[src/sv/qept_pkg.sv]
// Package for the quadrature encoder position tracker.
// Holds the word types, the register map, the limits and the transition table.
// No dependencies.
`default_nettype none

package qept_pkg;

  localparam int POS_W   = 8;
  localparam int SPEED_W = 4;
  localparam int OBJW_W  = 6;
  localparam int CNT_W   = 3;
  localparam int PINS_W  = 2;
  localparam int STEP_W  = 3;
  localparam int CFG_IDX_W  = 2;
  localparam int CFG_DATA_W = 8;

  // register map
  localparam logic [CFG_IDX_W-1:0] REG_SPEED_LEVEL  = 2'd0;
  localparam logic [CFG_IDX_W-1:0] REG_OBJECT_WIDTH = 2'd1;

  localparam logic [SPEED_W-1:0] SPEED_RESET = 4'd3;
  localparam logic [OBJW_W-1:0]  OBJW_RESET  = 6'd16;
  localparam logic [POS_W-1:0]   POS_RESET   = 8'd25;

  localparam logic signed [POS_W+1:0] TOP_LIMIT    = 10'sd61;
  localparam logic signed [POS_W-1:0] BOTTOM_LIMIT = 8'sd3;
  localparam logic signed [CNT_W:0]   DETENT_UP    = 4'sd3;
  localparam logic signed [CNT_W:0]   DETENT_DN    = -4'sd3;

  // moved codes
  localparam logic [1:0] MOVED_NONE = 2'd0;
  localparam logic [1:0] MOVED_UP   = 2'd1;
  localparam logic [1:0] MOVED_DOWN = 2'd2;

  typedef struct packed {
    logic                     mode;
    logic [PINS_W-1:0]        pins;
    logic                     active;
    logic signed [POS_W-1:0]  load_value;
  } in_word_t;

  typedef struct packed {
    logic signed [POS_W-1:0]  position;
    logic [1:0]               moved;
  } out_word_t;

  typedef struct packed {
    logic [SPEED_W-1:0] speed_level;
    logic [OBJW_W-1:0]  object_width;
  } cfg_regs_t;

  typedef struct packed {
    logic [PINS_W-1:0]       last_pins;
    logic signed [CNT_W-1:0] detent_count;
    logic signed [POS_W-1:0] position;
  } trk_state_t;

  // transition code {prev B,A, cur B,A} -> -1, 0, +1
  function automatic logic signed [1:0] trans_delta(input logic [3:0] code);
    logic signed [1:0] d;
    case (code)
      4'h1, 4'h7, 4'h8, 4'hE: d = -2'sd1;
      4'h2, 4'h4, 4'hB, 4'hD: d = 2'sd1;
      default:                d = 2'sd0;
    endcase
    return d;
  endfunction

  // speed_level / 3 + 2
  function automatic logic [STEP_W-1:0] step_size(input logic [SPEED_W-1:0] s);
    logic [STEP_W-1:0] r;
    case (s)
      4'd0, 4'd1, 4'd2:    r = 3'd2;
      4'd3, 4'd4, 4'd5:    r = 3'd3;
      4'd6, 4'd7, 4'd8:    r = 3'd4;
      4'd9, 4'd10, 4'd11:  r = 3'd5;
      4'd12, 4'd13, 4'd14: r = 3'd6;
      default:             r = 3'd7;
    endcase
    return r;
  endfunction

endpackage

`default_nettype wire

[src/sv/qept_cfg.sv]
// Configuration register file: speed level and object width.
// Depends on qept_pkg.
`default_nettype none

module qept_cfg (
  input  wire logic                           clk,
  input  wire logic                           rst_n,
  input  wire logic                           wr_en,
  input  wire logic [qept_pkg::CFG_IDX_W-1:0]  wr_index,
  input  wire logic [qept_pkg::CFG_DATA_W-1:0] wr_data,
  output qept_pkg::cfg_regs_t                 regs
);
  import qept_pkg::*;

  cfg_regs_t regs_r, regs_nxt;

  always_comb begin
    regs_nxt = regs_r;
    if (wr_en) begin
      case (wr_index)
        REG_SPEED_LEVEL:  regs_nxt.speed_level  = wr_data[SPEED_W-1:0];
        REG_OBJECT_WIDTH: regs_nxt.object_width = wr_data[OBJW_W-1:0];
        default:          regs_nxt = regs_r;
      endcase
    end
  end

  always_ff @(posedge clk) begin
    if (!rst_n) begin
      regs_r.speed_level  <= SPEED_RESET;
      regs_r.object_width <= OBJW_RESET;
    end else begin
      regs_r <= regs_nxt;
    end
  end

  assign regs = regs_r;

endmodule

`default_nettype wire

[src/sv/qept_step.sv]
// Update logic for one word: detent count, limit checks and position step.
// Combinational; depends on qept_pkg.
`default_nettype none

module qept_step (
  input  wire qept_pkg::in_word_t   word,
  input  wire qept_pkg::trk_state_t state,
  input  wire qept_pkg::cfg_regs_t  regs,
  output qept_pkg::trk_state_t      state_nxt,
  output qept_pkg::out_word_t       result
);
  import qept_pkg::*;

  logic signed [1:0]       delta;
  logic signed [CNT_W:0]   cnt;
  logic signed [POS_W+1:0] up_sum;
  logic                    up_ok;
  logic                    dn_ok;
  logic [STEP_W-1:0]       step;
  logic [1:0]              moved;

  always_comb begin
    delta  = trans_delta({state.last_pins, word.pins});
    cnt    = {state.detent_count[CNT_W-1], state.detent_count} + {{(CNT_W-1){delta[1]}}, delta};
    up_sum = {{2{state.position[POS_W-1]}}, state.position}
             + $signed({{(POS_W+2-OBJW_W){1'b0}}, regs.object_width});
    up_ok  = (up_sum <= TOP_LIMIT);
    dn_ok  = (state.position >= BOTTOM_LIMIT);
    step   = step_size(regs.speed_level);

    state_nxt = state;
    moved     = MOVED_NONE;
    if (word.mode) begin
      state_nxt.position = word.load_value;
    end else if (word.active) begin
      state_nxt.last_pins    = word.pins;
      state_nxt.detent_count = cnt[CNT_W-1:0];
      if (cnt >= DETENT_UP) begin
        state_nxt.detent_count = '0;
        if (up_ok) begin
          state_nxt.position = state.position + $signed({{(POS_W-STEP_W){1'b0}}, step});
          moved              = MOVED_UP;
        end
      end else if (cnt <= DETENT_DN) begin
        state_nxt.detent_count = '0;
        if (dn_ok) begin
          state_nxt.position = state.position - $signed({{(POS_W-STEP_W){1'b0}}, step});
          moved              = MOVED_DOWN;
        end
      end
    end
    result.position = state_nxt.position;
    result.moved    = moved;
  end

endmodule

`default_nettype wire

[src/sv/quadrature_encoder_position_tracker_top.sv]
// Top level of the quadrature encoder position tracker.
// Depends on qept_pkg, qept_cfg and qept_step.
`default_nettype none

//  channel | ports                          | direction | word
//  --------+--------------------------------+-----------+-------------------------------
//  in      | in_valid, in_ready, in_data    | to block  | mode, pins, active, load_value
//  out     | out_valid, out_ready, out_data | from blk  | position, moved
//  cfg     | cfg_valid, cfg_ready, cfg_*    | to block  | register index + write data
//
// One word per clock sustained while out_ready stays high. An accepted word passes
// through the input register, then the update logic into the result register, where
// out_valid rises and the result can be taken.
// The tracker state advances together with the result register, so the next
// word in the input register always sees the state its predecessor left.
// Synchronous active-low reset: position 25, detent count and pins zero,
// speed level 3, object width 16. A stalled output holds both stages; the
// input register still takes a word while the output register is drained.
// cfg_ready is always high.

module quadrature_encoder_position_tracker_top (
  input  wire logic                           clk,
  input  wire logic                           rst_n,
  input  wire logic                           in_valid,
  output wire logic                           in_ready,
  input  wire qept_pkg::in_word_t             in_data,
  output wire logic                           out_valid,
  input  wire logic                           out_ready,
  output wire qept_pkg::out_word_t            out_data,
  input  wire logic                           cfg_valid,
  output wire logic                           cfg_ready,
  input  wire logic [qept_pkg::CFG_IDX_W-1:0]  cfg_index,
  input  wire logic [qept_pkg::CFG_DATA_W-1:0] cfg_data
);
  import qept_pkg::*;

  logic       s1_valid_r;
  in_word_t   s1_data_r;
  logic       out_valid_r;
  out_word_t  out_data_r;
  trk_state_t state_r;
  trk_state_t state_nxt;
  out_word_t  step_out;
  cfg_regs_t  regs;
  logic       advance;

  // result register free, or being taken this cycle
  assign advance   = !out_valid_r || out_ready;
  assign in_ready  = !s1_valid_r || advance;
  assign cfg_ready = 1'b1;

  qept_cfg u_cfg (
    .clk      (clk),
    .rst_n    (rst_n),
    .wr_en    (cfg_valid),
    .wr_index (cfg_index),
    .wr_data  (cfg_data),
    .regs     (regs)
  );

  qept_step u_step (
    .word      (s1_data_r),
    .state     (state_r),
    .regs      (regs),
    .state_nxt (state_nxt),
    .result    (step_out)
  );

  // input register
  always_ff @(posedge clk) begin
    if (!rst_n) begin
      s1_valid_r <= 1'b0;
    end else if (in_ready) begin
      s1_valid_r <= in_valid;
    end
  end

  always_ff @(posedge clk) begin
    if (in_valid && in_ready) begin
      s1_data_r <= in_data;
    end
  end

  // result register and tracker state
  always_ff @(posedge clk) begin
    if (!rst_n) begin
      out_valid_r            <= 1'b0;
      state_r.last_pins      <= '0;
      state_r.detent_count   <= '0;
      state_r.position       <= POS_RESET;
    end else if (advance) begin
      out_valid_r <= s1_valid_r;
      if (s1_valid_r) begin
        state_r <= state_nxt;
      end
    end
  end

  always_ff @(posedge clk) begin
    if (advance && s1_valid_r) begin
      out_data_r <= step_out;
    end
  end

  assign out_valid = out_valid_r;
  assign out_data  = out_data_r;

`ifndef SYNTHESIS
  // detent count never rests at a threshold (+3 or -3), nor at -4
  a_detent_range: assert property (@(posedge clk) disable iff (!rst_n)
    (state_r.detent_count != 3'sd3) && (state_r.detent_count != -3'sd3)
    && (state_r.detent_count != 3'sb100))
    else $error("detent count out of range");

  // state only moves when a word passes into the result register
  a_state_hold: assert property (@(posedge clk) disable iff (!rst_n)
    !(s1_valid_r && advance) |=> $stable(state_r))
    else $error("tracker state changed without a word");

  // result position matches state left behind
  a_out_state: assert property (@(posedge clk) disable iff (!rst_n)
    (s1_valid_r && advance) |=> (out_data_r.position == state_r.position))
    else $error("result position differs from tracker state");

  // input stalls only with both stages full
  a_backpressure: assert property (@(posedge clk) disable iff (!rst_n)
    !in_ready |-> (s1_valid_r && out_valid_r && !out_ready))
    else $error("input stalled with room available");

  // moved code is never the unused value
  a_moved_code: assert property (@(posedge clk) disable iff (!rst_n)
    out_valid_r |-> (out_data_r.moved == MOVED_NONE || out_data_r.moved == MOVED_UP
                     || out_data_r.moved == MOVED_DOWN))
    else $error("bad moved code");
`endif

endmodule

`default_nettype wire

[config.mk]
export PLATFORM = sky130hd
export DESIGN_NAME = quadrature_encoder_position_tracker_top
export DESIGN_NICKNAME = d
export VERILOG_FILES = /design/src/sv/qept_pkg.sv /design/src/sv/qept_cfg.sv /design/src/sv/qept_step.sv /design/src/sv/quadrature_encoder_position_tracker_top.sv
export SDC_FILE = /design/constraint.sdc
export NUM_CORES = 1
export LEC_CHECK = 0
export BUFFER_PORTS_ARGS = -buffer_cell sky130_fd_sc_hd__buf_4
export CAP_MARGIN = 10
export CORE_MARGIN = 4
export CORE_UTILIZATION = 60
export CTS_CLUSTER_DIAMETER = 80
export DETAILED_ROUTE_END_ITERATION = 7
export PLACE_DENSITY = 0.89
export SYNTH_ARGS = -nofsm -noshare
export SYNTH_HDL_FRONTEND = slang
export SYNTH_SLANG_ARGS = --single-unit
[constraint.sdc]
create_clock -name clk -period 4.9 [get_ports clk]
set_input_delay 0.98 -clock clk [delete_from_list [all_inputs] [get_ports clk]]
set_output_delay 0.98 -clock clk [all_outputs]
set_load 0.03 [all_outputs]
Word level (Yosys, flattened, before mapping)
Memory sizes are Yosys's and may differ from the RTL's. A register that Yosys moved wholly into a read port is not among the register bits.
Index checks and enable logic that the tools add are counted.
{ "totals": {"reg_bits": 47, "latch_bits": 0, "ram_bits": 0, "romBits": 80, "input_bits": 27, "out_inout_bits": 13, "elab_cells": 50, "n_memories": 2} }
{ "op_classes": {"add_sub_neg": 4, "multipliers": 0, "div": 0, "magnitude_cmp": 4, "eq_ne": 1, "shift": 0, "n_mux": 12, "bitwise_logic": 2, "n_reduce_logical": 12} }
{ "memory_table": {"columns": ["name", "depth", "word_bits", "rd", "rd_clocked_by_memory_dff", "wr", "line", "rtl"], "rows": [
  ["(name not given)", 16, 3, 1, 1, 0, "qept_pkg.sv:72", "case (s)"],
  ["(name not given)", 16, 2, 1, 0, 0, "qept_pkg.sv:61", "case (code)"]
]} }
{ "op_table": {"columns": ["op", "count"], "rows": [
  ["$mux 8", 4],
  ["$mux 11", 2],
  ["$le 10x7->1 const B", 1],
  ["$add 8x7->9", 1],
  ["$add 8x4->8", 1],
  ["$ge 8x3->1 const B", 1],
  ["$mux 4", 2],
  ["$sub 8x4->8", 1],
  ["$mux 2", 3],
  ["$reduce_and 2->1", 3],
  ["$add 3x2->4", 1],
  ["$ge 4x3->1 const B", 1],
  ["$le 4x3->1 const B", 1],
  ["$reduce_and 4->1", 1],
  ["$eq 2x1->1 const B", 1],
  ["$logic_and 1x1->1", 2],
  ["$logic_not 1->1", 2],
  ["$logic_not 2->1", 1],
  ["$logic_or 1x1->1", 2],
  ["$not 1->1", 2],
  ["$reduce_or 2->1", 1],
  ["$mux 1", 1]
]} }

Logic depth before layout (Yosys ltp)
An unclocked memory read counts as a cell.
{ "depth": {"depth_word": 7, "ltp_mapped": 15, "mapped_depth_nobuf": 15} }

Hierarchy
From an unflattened synthesis, not the netlist that was laid out.
{ "unflattened": {"hier_cells": 309, "area_unflattened_um2": 3004.1} }
{ "modules_own_cells": {"columns": ["module", "n_inst", "cells_each", "area_each_um2", "seq_area_each_um2"], "rows": [
  ["quadrature_encoder_position_tracker_top", 1, 91, 1303.8, 960.9],
  ["qept_step", 1, 176, 1288.7, 0.0],
  ["qept_cfg", 1, 42, 411.6, 200.2]
]} }

Worst setup path before layout
No wires, ideal clock.
{ "synth_timing": {"path_kind": "register to register", "start": "register s1_data_r[9] in the netlist's numbering", "end": "register out_data_r (netlist bit out_data[7]), data pin", "setup_ns": 0.261, "arrival_time_ns": 2.915, "required_ns": 4.639, "path_slack_ns": 1.724, "path_stages_with_launch": 16, "n_path_buf": 0, "synth_period_minus_slack_ns": 3.176, "path_cell_list": "edfxtp_1 -> inv_1 -> ha_1 -> xnor2_1 -> xnor2_1 -> ha_1 -> inv_1 -> fa_1 -> xor2_1 -> nor2_1 -> nor4_4 -> nand4b_2 -> or3_1 -> o21ai_1 -> xnor2_1 -> a21oi_1"} }
{ "synth_rtl": {"columns": ["element", "line", "rtl"], "rows": [
  ["start, declared", "quadrature_encoder_position_tracker_top.sv:38", "in_word_t s1_data_r;"],
  ["start signal, assigned", "quadrature_encoder_position_tracker_top.sv:80", "s1_data_r <= in_data;"],
  ["end signal, assigned", "quadrature_encoder_position_tracker_top.sv:101", "out_data_r <= step_out;"],
  ["end, declared", "quadrature_encoder_position_tracker_top.sv:40", "out_word_t out_data_r;"]
]} }

==> results_dict.tcl <==
set metrics [dict create \
    power.leakage_nw 1.36 \
    async_flop_share_pct 0 \
    fin_crit_sh_pct 72.5 \
    stdcell_count 405 \
    syn_to_final_growth_pct 13.0 \
    core_area_um2 4750 \
    grt_max_degree 31 \
    synth_compound_area_share_pct 17.1 \
    rsz0062_at_grt "no" \
    yosys-top-cells-count "30 x nand2_1, 28 x dfxtp_1, 22 x edfxtp_1, 22 x inv_1" \
    synth_edf_count 22 \
    dp.cells 397 \
    timing.setup.tns_ps 0 \
    cts_root_buffer "clkbuf_8" \
    ys_types 57 \
    max-cap-violations 0 \
    synth_top_area_share_pct 22.2 \
    start_util_pct 62.6 \
    synth_nets 357 \
    p_per_area_nw_per_um2 268 \
    ys_top_cells_by_area "edfxtp_1 22%, dfxtp_1 19%, ha_1 8.0%, mux2i_1 4.0%, nand2_1 3.8%" \
    ios 40 \
    grt_use_total_pct 20.9 \
    synth_xor_area_share_pct 3.24 \
    dieArea_um2 6150 \
    yosys.area.top_type "edfxtp_1" \
    cts.sinks 50 \
    crit_chain "inv_1, ha_1, xnor2_1, xnor2_1, ha_1, inv_1, fa_1, xor2_1, nor2_1, nor4_4, nand4b_2, or3_1, o21ai_1, xnor2_1, a21oi_1" \
    cp.required_ps 4950 \
    wire_per_inst_um 14.5 \
    cpPeakStageDelay_ps 430 \
    first_pass_iters 4 \
    cpMostUsedCell "xnor2_1" \
    cts_setup_buffers 0 \
    max_freq_ghz 0.281 \
    port-buffer-count 36 \
    antenna_left 0 \
    finalMaxSlewViolations 0 \
    grt_pass1_vias 2237 \
    slew_headroom_pct 48.8 \
    diodes 0 \
    fp-row-count 25 \
    syn-mean-instance-area_um2 9.70 \
    via_per_inst 5.74 \
    crit_fanout 7 \
    synth_area_um2 2980 \
    hold_violations 0 \
    critPathCaptureType "flip-flop" \
    grt.overflow.total 0 \
    min_period_ps 3550 \
    syn_inst 307 \
    synthFlopType "dfxtp_1" \
    worstSetupStartpointType "flip-flop" \
    gp_congestion 0.891 \
    path_buf_inv 2 \
    yosysWarnings 0 \
    yosysMostFrequentCell "nand2_1" \
    max-vdd-ir-drop_mv 0.187 \
    clockBufferDepth 2 \
    antenna_found_initial 0 \
    numCtsBuffers 5 \
    skew_ps 4.54 \
    cts.hold.buffers_added 0 \
    synthSimpleGateAreaFrac_pct 18.3 \
    ys_ff_latch 50 \
    htree_levels 2 \
    fin_nets 387 \
    cts_resized 0 \
    cp_slowest_cell "edfxtp_1" \
    drive_gt1_share_pct 15.7 \
    cts.clk_slew.worst_paths_ps 90 \
    vias 2324 \
    criticalPathCategory "reg2reg" \
    synthMuxAreaShare_pct 4.79 \
    tightest_slew_ps 767 \
    grt_pass1_wl_mm 10.2 \
    die_h_um 78.4 \
    die_w_um 78.4 \
    status "complete, no violations" \
    synthAdderAreaFrac_pct 10.7 \
    setup_viol_count_final 0 \
    arrival_ps 3610 \
    hp-class "reg2reg" \
    hpwl_mm 4.41 \
    cts_tree "built" \
    drt_iter0_markers 206 \
    post-route-drc-count 0 \
    worstSkewPairLatency_ps 300 \
    seq_area_frac_synth_pct 41.0 \
    synth_top_family_by_area "simple AND/OR/NAND/NOR gates" \
    wirelength_mm 5.88 \
    critical-path-top-delay-family "simple AND/OR/NAND/NOR gates" \
]
[power breakdown]
group          switching (W)  leakage [nW]  internal (W)
Combinational       0.000102         0.874     0.0000804
Sequential         0.0000226         0.439      0.000459
Clock               0.000137        0.0484      0.000101
[layout by cell type, fill, tap and decap left out, types with 4 or more instances in the layout]
cell type and count:
a21boi_0 5, a21oi_1 15, and2_1 5, buf_4 36, clkbuf_8 5, dfxtp_1 28, edfxtp_1 22, fa_1 4
ha_1 19, inv_1 22, mux2i_1 12, nand2_1 30, nand2b_1 8, nand3_1 4, nor2_1 19, nor2b_1 13
o21a_1 4, o21ai_0 9, o21ai_1 6, o22ai_1 4, xnor2_1 8
[worst min-delay path, stage by stage, from the launching register on]
cell and delay, ps:
dfxtp_1 350, mux2i_1 70, nand2_1 50
[path summary, 6_finish.rpt]
path	startpoint	to	slack, ps	cells after the start
max reg2reg	s1_data_r[9]$_DFFE_PP_	out_data[7]$_DFFE_PP_	1350	15
min	u_cfg.regs[4]$_SDFFE_PN1P_	u_cfg.regs[4]$_SDFFE_PN1P_	500	2
min reg2reg	u_cfg.regs[4]$_SDFFE_PN1P_	u_cfg.regs[4]$_SDFFE_PN1P_	500	2
max	s1_data_r[9]$_DFFE_PP_	out_data[7]$_DFFE_PP_	1350	15
[per-layer routing]
layer / track usage [%] / vias up / routed length (µm)
li1: - / 1142 / -
met5: 0 / - / 0
met2: 34.8 / 76 / 2820
met1: 26.4 / 1095 / 2630
met3: 4.36 / 11 / 325
met4: 8.57 / 0 / 110
[metrics by stage]
| stage | power (W) | cell area (µm²) | setup slack [ps] | hold slack [ps] | util (%) |
|---|---|---|---|---|---|
| final | 0.000902 | 3360 | 1350 | 502 | 70.7 |
| after global routing | 0.000948 | 3360 | 1050 | 555 | 70.7 |
| after CTS | 0.000904 | 3360 | 1370 | 506 | 70.7 |
| after detailed placement | 0.000670 | 3270 | 1380 | 484 | 68.9 |
| after global placement | 0.000663 | 3270 | 1460 | 472 | 68.9 |
| after floorplan | 0.000617 | 2980 | 1720 | 449 | - |
[flip-flops by register name, summed over array words and instances, names as in the netlist]
name and count:
s1_valid_r 1, u_step.step 3, out_data 10, out_valid 1, state_r 13, s1_data_r 12
u_cfg.regs 10
[kinds of logic after synthesis]
family | Yosys count
AOI/OAI and AO/OA | 73
xor gates and xnor gates | 11
adders and majority gates | 23
buffers and inverters | 36
DFF | 50
muxes | 13
other | 1
and+or+nand+nor | 100
[final cells by class]
class / count / area [µm²]
clock inverter: 3 / 20.0
fill: 367 / 1390
tap: 67 / 83.8
sequential: 50 / 1220
multi-input combinational: 221 / 1610
inverter: 23 / 86.3
timing repair buffer: 36 / 270
clock buffer: 5 / 68.8
No activity file was read; power rests on OpenSTA's default activity.
